`src/rtl/quoted_string_unescape_assert.svh`:
```
// ----------------------------------------------------------------------------
// Assertion macros for the quoted string unescape block
// Shared concurrent assertion forms, clocked and gated by the synchronous reset.
// ----------------------------------------------------------------------------
`ifndef QUOTED_STRING_UNESCAPE_ASSERT_SVH
`define QUOTED_STRING_UNESCAPE_ASSERT_SVH

// Same-cycle implication: when ante holds, cons must hold on that edge.
`define QSU_ASSERT_SAME(lbl, clk, rst_n, ante, cons, msg) \
  lbl: assert property (@(posedge clk) disable iff (!(rst_n)) (ante) |-> (cons)) \
    else $error(msg);

// Next-cycle implication: when ante holds, cons must hold on the next edge.
`define QSU_ASSERT_NEXT(lbl, clk, rst_n, ante, cons, msg) \
  lbl: assert property (@(posedge clk) disable iff (!(rst_n)) (ante) |=> (cons)) \
    else $error(msg);

`endif

```
`src/rtl/qsu_pkg.sv`:
```
// ----------------------------------------------------------------------------
// qsu_pkg
// Types, character codes and helpers shared by the quoted string unescape block.
// ----------------------------------------------------------------------------
package qsu_pkg;

  // Character codes that steer the decoder.
  localparam logic [7:0] CH_BSLASH = 8'h5C;
  localparam logic [7:0] CH_QUOTE  = 8'h22;
  localparam logic [7:0] CH_X      = 8'h78;

  // Decoder phase.
  typedef enum logic [2:0] {
    PH_SEEK = 3'd0,
    PH_STR  = 3'd1,
    PH_ESC  = 3'd2,
    PH_HEX1 = 3'd3,
    PH_HEX2 = 3'd4,
    PH_DONE = 3'd5
  } phase_t;

  // Line outcome reported on a result beat.
  typedef enum logic [1:0] {
    OUT_NONE = 2'd0,
    OUT_OK   = 2'd1,
    OUT_FAIL = 2'd2
  } outcome_t;

  // Classification of one raw byte.
  typedef struct packed {
    logic       allowed;
    logic       is_quote;
    logic       is_bslash;
    logic       is_x;
    logic       hex_ok;
    logic [3:0] hex_val;
  } class_t;

  // One result beat.
  typedef struct packed {
    outcome_t   outcome;
    logic       byte_valid;
    logic [7:0] byte_out;
  } result_t;

endpackage

```
`src/rtl/qsu_class.sv`:
```
// ----------------------------------------------------------------------------
// qsu_class
// Byte classifier: printable or whitespace range, special characters, hex digit.
// ----------------------------------------------------------------------------
module qsu_class (
  input  logic [7:0]      char_in,
  output qsu_pkg::class_t cls
);

  logic       is_dec;
  logic       is_lower;
  logic       is_upper;
  logic [7:0] hex_full;

  // Range checks for the digit classes.
  assign is_dec   = (char_in >= 8'h30) && (char_in <= 8'h39);
  assign is_lower = (char_in >= 8'h61) && (char_in <= 8'h66);
  assign is_upper = (char_in >= 8'h41) && (char_in <= 8'h46);

  // Digit value; the letter cases add ten after removing their base.
  always_comb begin
    if (is_dec) begin
      hex_full = char_in - 8'h30;
    end else if (is_lower) begin
      hex_full = char_in - 8'h57;
    end else if (is_upper) begin
      hex_full = char_in - 8'h37;
    end else begin
      hex_full = 8'h00;
    end
  end

  // Assemble the classification.
  always_comb begin
    cls.allowed   = ((char_in >= 8'h20) && (char_in <= 8'h7E)) ||
                    ((char_in >= 8'h09) && (char_in <= 8'h0D));
    cls.is_quote  = (char_in == qsu_pkg::CH_QUOTE);
    cls.is_bslash = (char_in == qsu_pkg::CH_BSLASH);
    cls.is_x      = (char_in == qsu_pkg::CH_X);
    cls.hex_ok    = is_dec || is_lower || is_upper;
    cls.hex_val   = hex_full[3:0];
  end

endmodule

```
`src/rtl/qsu_fsm.sv`:
```
// ----------------------------------------------------------------------------
// qsu_fsm
// Decoder state machine: phase and pending hex digit, result of one byte.
// ----------------------------------------------------------------------------
`include "quoted_string_unescape_assert.svh"

module qsu_fsm (
  input  logic             clk,
  input  logic             rst_n,
  input  logic             adv,
  input  logic [7:0]       char_in,
  input  logic             line_end,
  input  qsu_pkg::class_t  cls,
  output qsu_pkg::result_t res
);

  qsu_pkg::phase_t phase_r;
  qsu_pkg::phase_t phase_nxt;
  logic [3:0]      high_nibble_r;
  logic [3:0]      high_nibble_nxt;

  // Result of the current byte in the current phase.
  always_comb begin
    res.byte_out   = 8'h00;
    res.byte_valid = 1'b0;
    res.outcome    = qsu_pkg::OUT_NONE;
    unique case (phase_r)
      qsu_pkg::PH_SEEK: begin
        if (line_end) begin
          res.outcome = qsu_pkg::OUT_FAIL;
        end
      end
      qsu_pkg::PH_STR: begin
        if (!cls.allowed) begin
          res.outcome = qsu_pkg::OUT_FAIL;
        end else if (cls.is_quote) begin
          res.outcome = qsu_pkg::OUT_OK;
        end else if (cls.is_bslash) begin
          if (line_end) begin
            res.outcome = qsu_pkg::OUT_FAIL;
          end
        end else begin
          res.byte_out   = char_in;
          res.byte_valid = 1'b1;
          if (line_end) begin
            res.outcome = qsu_pkg::OUT_OK;
          end
        end
      end
      qsu_pkg::PH_ESC: begin
        if (cls.is_bslash || cls.is_quote) begin
          res.byte_out   = char_in;
          res.byte_valid = 1'b1;
          if (line_end) begin
            res.outcome = qsu_pkg::OUT_OK;
          end
        end else if (!cls.is_x || line_end) begin
          res.outcome = qsu_pkg::OUT_FAIL;
        end
      end
      qsu_pkg::PH_HEX1: begin
        if (!cls.hex_ok || line_end) begin
          res.outcome = qsu_pkg::OUT_FAIL;
        end
      end
      qsu_pkg::PH_HEX2: begin
        if (!cls.hex_ok) begin
          res.outcome = qsu_pkg::OUT_FAIL;
        end else begin
          res.byte_out   = {high_nibble_r, cls.hex_val};
          res.byte_valid = 1'b1;
          if (line_end) begin
            res.outcome = qsu_pkg::OUT_OK;
          end
        end
      end
      default: begin
      end
    endcase
  end

  // Next phase; any outcome parks the line, and a line end always rearms.
  always_comb begin
    phase_nxt       = phase_r;
    high_nibble_nxt = high_nibble_r;
    unique case (phase_r)
      qsu_pkg::PH_SEEK: begin
        if (cls.is_quote) begin
          phase_nxt = qsu_pkg::PH_STR;
        end
      end
      qsu_pkg::PH_STR: begin
        if (cls.is_bslash) begin
          phase_nxt = qsu_pkg::PH_ESC;
        end
      end
      qsu_pkg::PH_ESC: begin
        if (cls.is_x) begin
          phase_nxt = qsu_pkg::PH_HEX1;
        end else begin
          phase_nxt = qsu_pkg::PH_STR;
        end
      end
      qsu_pkg::PH_HEX1: begin
        high_nibble_nxt = cls.hex_ok ? cls.hex_val : high_nibble_r;
        phase_nxt       = qsu_pkg::PH_HEX2;
      end
      qsu_pkg::PH_HEX2: begin
        phase_nxt = qsu_pkg::PH_STR;
      end
      default: begin
        phase_nxt = qsu_pkg::PH_DONE;
      end
    endcase
    if (res.outcome != qsu_pkg::OUT_NONE) begin
      phase_nxt = qsu_pkg::PH_DONE;
    end
    if (line_end) begin
      phase_nxt = qsu_pkg::PH_SEEK;
    end
  end

  // State registers, updated when a byte moves on to the result stage.
  always_ff @(posedge clk) begin
    if (!rst_n) begin
      phase_r       <= qsu_pkg::PH_SEEK;
      high_nibble_r <= 4'h0;
    end else if (adv) begin
      phase_r       <= phase_nxt;
      high_nibble_r <= high_nibble_nxt;
    end
  end

  // A decoded byte never comes with a failure.
  `QSU_ASSERT_SAME(a_valid_not_fail, clk, rst_n, res.byte_valid,
    res.outcome != qsu_pkg::OUT_FAIL, "decoded byte on a failing beat")

  // A line end always rearms the search for the opening quote.
  `QSU_ASSERT_NEXT(a_end_rearms, clk, rst_n, adv && line_end,
    phase_r == qsu_pkg::PH_SEEK, "line end did not return to seek")

  // An outcome in mid-line parks the decoder until the line end.
  `QSU_ASSERT_NEXT(a_outcome_parks, clk, rst_n,
    adv && !line_end && (res.outcome != qsu_pkg::OUT_NONE),
    phase_r == qsu_pkg::PH_DONE, "outcome did not park the line")

  // Once decided, bytes give empty results.
  `QSU_ASSERT_SAME(a_done_silent, clk, rst_n, phase_r == qsu_pkg::PH_DONE,
    !res.byte_valid && (res.outcome == qsu_pkg::OUT_NONE),
    "result produced after the line was decided")

endmodule

```
`src/rtl/quoted_string_unescape.sv`:
```
// ----------------------------------------------------------------------------
// quoted_string_unescape
// Decodes the quoted string of a text line, one byte per beat, with escapes.
// ----------------------------------------------------------------------------
//  Channel  Ports        Payload
//  input    in_t*        tdata[7:0] raw byte, tlast marks the line's last byte
//  result   out_t*       tdata[7:0] decoded byte, tuser byte valid and outcome
//
//  One beat is taken every cycle while the result side does not stall; a result
//  passes through the input register and then the result register.
//  Reset is synchronous and active low; it clears both stage valids and
//  returns the decoder to the search for an opening quote.
//  A stalled result holds its register, and input keeps flowing until the
//  input register is also full.
// ----------------------------------------------------------------------------
module quoted_string_unescape (
  input  logic       clk,
  input  logic       rst_n,
  input  logic       in_tvalid,
  output logic       in_tready,
  input  logic [7:0] in_tdata,   // [7:0] char_in
  input  logic       in_tlast,   // line_end
  output logic       out_tvalid,
  input  logic       out_tready,
  output logic [7:0] out_tdata,  // [7:0] byte_out
  output logic [7:0] out_tuser   // [0] byte_valid, [2:1] outcome, [7:3] zero
);

  logic             in_valid_r;
  logic [7:0]       in_char_r;
  logic             in_last_r;
  logic             out_valid_r;
  qsu_pkg::result_t out_res_r;
  logic             adv;
  qsu_pkg::class_t  cls;
  qsu_pkg::result_t res;

  // Handshake: the input stage moves on when the result register is free.
  assign adv       = in_valid_r && (!out_valid_r || out_tready);
  assign in_tready = !in_valid_r || adv;

  // Input register.
  always_ff @(posedge clk) begin
    if (!rst_n) begin
      in_valid_r <= 1'b0;
    end else if (in_tready) begin
      in_valid_r <= in_tvalid;
    end
  end

  always_ff @(posedge clk) begin
    if (in_tready && in_tvalid) begin
      in_char_r <= in_tdata;
      in_last_r <= in_tlast;
    end
  end

  // Byte classification and decoder state machine.
  qsu_class u_class (
    .char_in (in_char_r),
    .cls     (cls)
  );

  qsu_fsm u_fsm (
    .clk      (clk),
    .rst_n    (rst_n),
    .adv      (adv),
    .char_in  (in_char_r),
    .line_end (in_last_r),
    .cls      (cls),
    .res      (res)
  );

  // Result register.
  always_ff @(posedge clk) begin
    if (!rst_n) begin
      out_valid_r <= 1'b0;
    end else if (!out_valid_r || out_tready) begin
      out_valid_r <= in_valid_r;
    end
  end

  always_ff @(posedge clk) begin
    if (adv) begin
      out_res_r <= res;
    end
  end

  assign out_tvalid = out_valid_r;
  assign out_tdata  = out_res_r.byte_out;
  assign out_tuser  = {5'b00000, out_res_r.outcome, out_res_r.byte_valid};

endmodule
```
`config.mk`:
```
export PLATFORM = sky130hd
export DESIGN_NAME = quoted_string_unescape
export DESIGN_NICKNAME = d
export VERILOG_FILES = /design/src/rtl/qsu_pkg.sv /design/src/rtl/qsu_class.sv /design/src/rtl/qsu_fsm.sv /design/src/rtl/quoted_string_unescape.sv
export VERILOG_INCLUDE_DIRS = /design/src /design/src/rtl
export SDC_FILE = /design/constraint.sdc
export NUM_CORES = 1
export LEC_CHECK = 0
export ABC_AREA = 1
export BUFFER_PORTS_ARGS = -buffer_cell sky130_fd_sc_hd__buf_2
export CAP_MARGIN = 20
export CORE_MARGIN = 1
export CORE_UTILIZATION = 42
export DETAILED_ROUTE_END_ITERATION = 8
export GPL_TIMING_DRIVEN = 0
export PLACE_DENSITY = 0.77
export SKIP_LAST_GASP = 1
export SLEW_MARGIN = 30
export SYNTH_ARGS = -nofsm -noshare
export SYNTH_HDL_FRONTEND = slang
export SYNTH_SLANG_ARGS = --single-unit
```
`constraint.sdc`:
```
create_clock -name clk -period 1.95 [get_ports clk]
set_input_delay 0.2925 -clock clk [delete_from_list [all_inputs] [get_ports clk]]
set_output_delay 0.2925 -clock clk [all_outputs]
set_load 0.05 [all_outputs]
```
* Word-level counts from Yosys, hierarchy flattened
Cells that the tools add are included.
** Storage, ports and cells
- Register bits after elaboration :: 29
- Input port bits :: 13
- Output and inout bits :: 18
** Cells by class
- Reductions and logical operators :: 23
- Equality and inequality tests :: 9
- Order comparisons :: 10
- Add/sub/neg operators :: 3
- Mux-type cells :: 25
** Operators with widths (number)
- 9-bit 2-to-1 mux :: 5
- 9-bit one-hot mux with 3 select lines :: 1
- 8-bit by 7-bit <= comparator with 1-bit output, second input constant :: 3
- 2-bit 2-to-1 mux :: 9
- 8-bit by 7-bit equality test with 1-bit output, second input constant :: 2
- 8-bit by 6-bit greater-or-equal comparator with 1-bit output, second input constant :: 2
- 8-bit by 7-bit greater-or-equal comparator with 1-bit output, second input constant :: 2
- 3-bit one-hot mux with 5 select lines :: 1
- 3-bit 2-to-1 mux :: 4
- 4-bit 2-to-1 mux :: 3
- 2-bit one-hot mux with 5 select lines :: 1
- 8-bit by 6-bit equality test with 1-bit output, second input constant :: 1
- 8-bit by 4-bit greater-or-equal comparator with 1-bit output, second input constant :: 1
- 8-bit by 4-bit <= comparator with 1-bit output, second input constant :: 1
- 8-bit by 6-bit <= comparator with 1-bit output, second input constant :: 1
- 1-bit logical OR :: 8
- 4-bit by 2-bit != test with 1-bit output, second input constant :: 2
- 4-bit by 3-bit subtractor with 4-bit output, second input constant :: 2
- 1-bit logical AND :: 7
- 3-bit by 2-bit equality test with 1-bit output, second input constant :: 2
- 3-bit AND reduction :: 2
- 1-bit zero test :: 4
- 4-bit by 1-bit subtractor with 4-bit output, second input constant :: 1
- 3-bit by 1-bit equality test with 1-bit output, second input constant :: 1
- other kinds (4) :: 4

* Logic depth before layout (Yosys ltp)
- Depth in word-level cells :: 11
- Depth in mapped cells :: 15
- Mapped depth without buffers :: 15

* Cells and area by module
A second synthesis with hierarchy kept.
** Second synthesis, totals
- Cells, all modules :: 210
- Area total of the unflattened synthesis :: 1696.6 µm²
** By module, submodules not included
- quoted_string_unescape :: seq. area each 640.6 µm², area an instance 737.0 µm², cells an instance 39, times used 1
- qsu_fsm :: seq. area each 140.1 µm², area an instance 641.9 µm², cells an instance 117, times used 1
- qsu_class :: seq. area each 0.0 µm², area an instance 317.8 µm², cells an instance 54, times used 1

* Least setup slack after synthesis
No wires, ideal clock.
- Path type :: reg2reg
- From :: register in_char_r[0]
- To :: register out_res_r (netlist bit out_tdata[0]) (data pin)
- Data arrival time :: 1.583 ns
- Cell stages (with the launch flop) :: 10
- Data required time :: 1.678 ns
- Path buffers :: 0
- Setup time :: 0.272 ns
- Clock period less this slack :: 1.855 ns
- Setup slack :: 0.095 ns
- Path through :: edfxtp_1 > inv_1 > ha_1 > nand2_1 > nor2_1 > nand3_2 > nand2_2 > inv_2 > a31oi_1 > o21ai_0
** RTL lines
- from (decl) :: line quoted_string_unescape.sv:30 : logic [7:0] in_char_r;
- from (signal assigned) :: line quoted_string_unescape.sv:53 : in_char_r <= in_tdata;
- to (signal assigned) :: line quoted_string_unescape.sv:85 : out_res_r <= res;
- to (decl) :: line quoted_string_unescape.sv:33 : qsu_pkg::result_t out_res_r;

* Final worst setup path
- From :: register in_char_r[0]
- To :: register u_fsm.phase_r[0]
** Between the ends
- Longest elaborated chain between the ends :: 11
- Elaborated cells between the ends (all ways) :: 40
- Those cells by class :: order compare: 10; eq/ne: 5; mux: 10; reduce/logical: 15
** Ends and longest elaborated chain
- 8-bit by 6-bit greater-or-equal comparator with 1-bit output (tied with other cells) :: line qsu_class.sv:16 : assign is_dec = (char_in >= 8'h30) && (char_in <= 8'h39);
- 1-bit logical AND (on tied branches) :: line qsu_class.sv:16, qsu_class.sv:17
- 1-bit logical OR (2 in series) :: line qsu_class.sv:40 : cls.hex_ok = is_dec || is_lower || is_upper;
- 1-bit zero test :: line qsu_fsm.sv:62 : if (!cls.hex_ok || line_end) begin
- 1-bit logical OR :: line qsu_fsm.sv:62
- 2-bit 2-to-1 mux :: line qsu_fsm.sv:62
- 2-bit one-hot mux with 5 select lines :: line qsu_fsm.sv:27 : unique case (phase_r)
- 2-bit nonzero test :: line qsu_fsm.sv:115 : if (res.outcome != qsu_pkg::OUT_NONE) begin
- 4-bit by 2-bit != test with 1-bit output (no line) / 3-bit 2-to-1 mux (equally long branches)
- 3-bit AND reduction (no line) / 3-bit 2-to-1 mux (equally long branches)
- to (signal assigned) :: line qsu_fsm.sv:126 : phase_r <= qsu_pkg::PH_SEEK;
- to (signal assigned) :: line qsu_fsm.sv:129 : phase_r <= phase_nxt;
- to (decl) :: line qsu_fsm.sv:17 : qsu_pkg::phase_t phase_r;
Several ways; a longest one is shown, not always the timed one.
A chain may end at the register's enable or synchronous reset.

==> key figures <==
Status
  • Status: finished with violations
  • Violated checks: negative setup slack

Global routing
  • Initial antenna violation count: 0
  • GRT Util Overall: 17.2%
  • Vias in the first global route: approximately 1,300
  • First-pass GRT wire length: 5370 um
  • Largest net degree at the start of global routing: 14
  • GRT overflow: 0

Detailed routing
  • Via-to-Cell Ratio: around 4.7
  • Number of DRC markers in iteration 0: 72
  • WL final: between 3000 and 4000 um
  • DRT Pass-1 Iters: 4
  • # DRC: 0
  • Antenna-violating nets left: 0
  • Via count: 1,404
  • Avg WL per Cell: about 11 um

Critical path
  • Worst EP required: 2.14 ns
  • CP endpoint kind: flip-flop
  • Slowest stage delay, CP: 0.46 ns
  • Setup CP Type: reg2reg
  • CP max-delay cell: edfxtp_1
  • Critical-path cell list: inv_2 > ha_4 > nand2_1 > nor2_2 > nand3_2 > nand2_2 > inv_2 > nand3_2 > nand2_4 > nor2_8 > nand3_2 > nand2_4 > nand2_2 > nand2_2 > nor2_2
  • CP arrival: about 2.2 ns
  • Startpoint Class: flip-flop
  • Maximum net fanout on the critical path: 6

Place
  • IO buf count: 25
  • Gpl congestion: 0.869
  • Post-DP HPWL: roughly 2300 um

Power
  • Lkg Pwr: 0.00100 uW
  • Power Density: between 700 and 800 nW/um2
  • Total power: 1580 uW
  • Sequential share of power: 45.3%
  • Int Pwr: 1090 uW
  • Clock share of power: 32.1%
  • NetSw: just under 500 uW
  • Comb power frac: between 20% and 30%
  • Maximum vdd ir drop: 0.483 mV
  • Switching Fraction: 31.0%

Finish
  • Share of layout cells above drive strength 1: 44.0%
  • Most frequent cells in the layout: 32 x nand2_1, 25 x buf_2, 24 x inv_1, 20 x edfxtp_1, 18 x buf_4
  • Core Util, Final: 59.2%
  • Inserted Diodes: 0
  • Synth-to-Final Area Change: 31.5%
  • Fill cells: 328
  • Most common cell after layout, fill and taps aside: nand2_1
  • Nets: 264

CTS
  • Worst-case clock buffer depth: 2
  • Clock root buffer: clkbuf_8
  • Hold buffers post-CTS: 0
  • Clock Pin Slew Worst Setup and Hold Paths: 0.06 ns
  • Clk sinks: 29
  • TritonCTS Buffers: 5
  • Clock latency at the later pin of the worst-skew pair: 0.29 ns
  • CTS tree: yes
  • H-tree depth: 2

Synth
  • Yosys cell types: 28
  • Register bit total from synthesis: 29
  • Top cells by area, synth: edfxtp_1 36%, dfxtp_1 11%, nand2_1 9.1%, inv_1 6.0%, nand3_1 4.2%
  • Part of the Yosys area used for sequential elements: 46.3%
  • Syn. warnings: 0
  • Cell count after synthesis: 198
  • Synth Area per Inst: 8.51 um2
  • Mapped Area: roughly 1700 um2
  • Area leader, netlist: edfxtp_1
  • Top cell type's share of synthesized area: a little over a third

Timing
  • Slew @ Worst Pin: ~0.54 ns
  • Crit share post-route: 104%
  • Min Clock Period, post-route: 2.03 ns
  • Fmax: 492 MHz
  • TNS Setup: -0.465 ns
  • RSZ-0062 raised after global routing: yes
  • Final worst slack: -0.0830 ns
  • Setup Skew: 0.00525 ns
  • Headroom to the max-slew limit: around 64%
  • Slew Viols, Final: 0
  • Final Hold Violating Endpoints: 0
  • # setup viols final: 10

Floorplan
  • FP Rows: 22
  • Vert. Die Dim: about 65 um
  • Die Area: 4270 um2
  • Core Region: approximately 3700 um2
  • Die X: between 60 and 70 um
  • IO Count: 31
  • Initial Util: 45.0%

Job
  • Max-Cap Viols: 0

Worst hold path
  • Worst min-delay path class: in2reg
routing by layer:
metal	track usage, %	up-vias	wire length [um]
met3	5.73	5	250
met2	27.1	54	1590
met4	8.70	0	65
met1	20.8	609	1460
li1	-	736	-
met5	0	-	0
flip-flops by register name (all words and copies together), names as in the netlist:
name,count
out_tdata,8
u_fsm.phase_r,3
out_tuser,3
in_char_r,8
in_valid_r,1
u_fsm.high_nibble_r,4
in_last_r,1
out_tvalid,1
path summary, 6_finish.rpt:
check | cells after the start | end | slack, ns | startpoint
worst max-delay path | 15 | u_fsm.phase_r[0] | -0.08 | in_char_r[0]
worst min-delay path | 1 | in_char_r[5] | 0.18 | in_tdata[5]
worst max register to register | 15 | u_fsm.phase_r[0] | -0.08 | in_char_r[0]
worst min register to register | 2 | out_tvalid | 0.49 | in_valid_r
final cells by class:
class                      instances  area, um2  area share [%]
clock buffer                       6       82.6            3.73
buffer                             6       48.8            2.20
multi-input combinational        134        888            40.1
tap                               48       60.1            2.71
sequential                        29        781            35.2
clock inverter                     2       8.76           0.395
timing repair buffer              38        223            10.1
inverter                          33        124            5.59
worst max-delay path, delay by kind of cell, from the launching register on:
family / cells / cell delay, ns
buf+inv: 2 / 0.19
simple gates: 12 / 1.09
flops: 1 / 0.46
fa+ha+maj: 1 / 0.17
through the flow:
step	cells	worst slack, ns	area (um2)	hold WS [ns]
floorplan	202	0.0951	1700	0.391
global placement	275	-0.220	1890	0.469
finish	296	-0.0830	2220	0.175
CTS	292	-0.0264	2090	0.172
detailed placement	275	-0.240	1890	0.471
global route	296	-0.237	2220	0.168
cells in the mapped netlist:
cell	n
xor2_1	1
dfxtp_1	9
nand2_2	3
inv_1	27
nand2_4	5
ha_1	4
inv_2	5
nand4_1	1
nand3_2	5
nor2_1	16
nor3_1	3
nor2_2	7
buf_4	5
nand2_1	41
buf_6	1
nand3_1	14
edfxtp_1	20
a21boi_1	1
nor2_8	1
nand3_4	1
a21oi_2	2
a21oi_1	7
clkinv_1	1
conb_1	1
o22ai_1	4
a31oi_1	2
nor3_2	1
o21ai_0	10
kinds of logic after synthesis:
| logic type | synth area share, % |
|---|---|
| AO/OA/AOI/OAI | 8.76 |
| XOR/XNOR | 0.520 |
| adder cells (fa/ha/maj) | 2.97 |
| buffers and inverters | 10.2 |
| flip-flops | 46.3 |
| other | 0.223 |
| AND/OR/NAND/NOR | 31.0 |
power by group through the flow:
stage | logic [uW] | registers, uW | clock network [uW]
after global placement | 292 | 727 | 0
after detailed placement | 297 | 728 | 0
final | 357 | 716 | 507
after global routing | 387 | 719 | 541
after CTS | 316 | 715 | 514
after floorplan | 193 | 774 | 0
timing repair:
item,CTS,global route
setup endpoints to repair,10,15
pin swaps,5,20
setup buffers,9,4
gates resized for setup,10,27
Note: power is estimated with default switching activity, not from simulation.
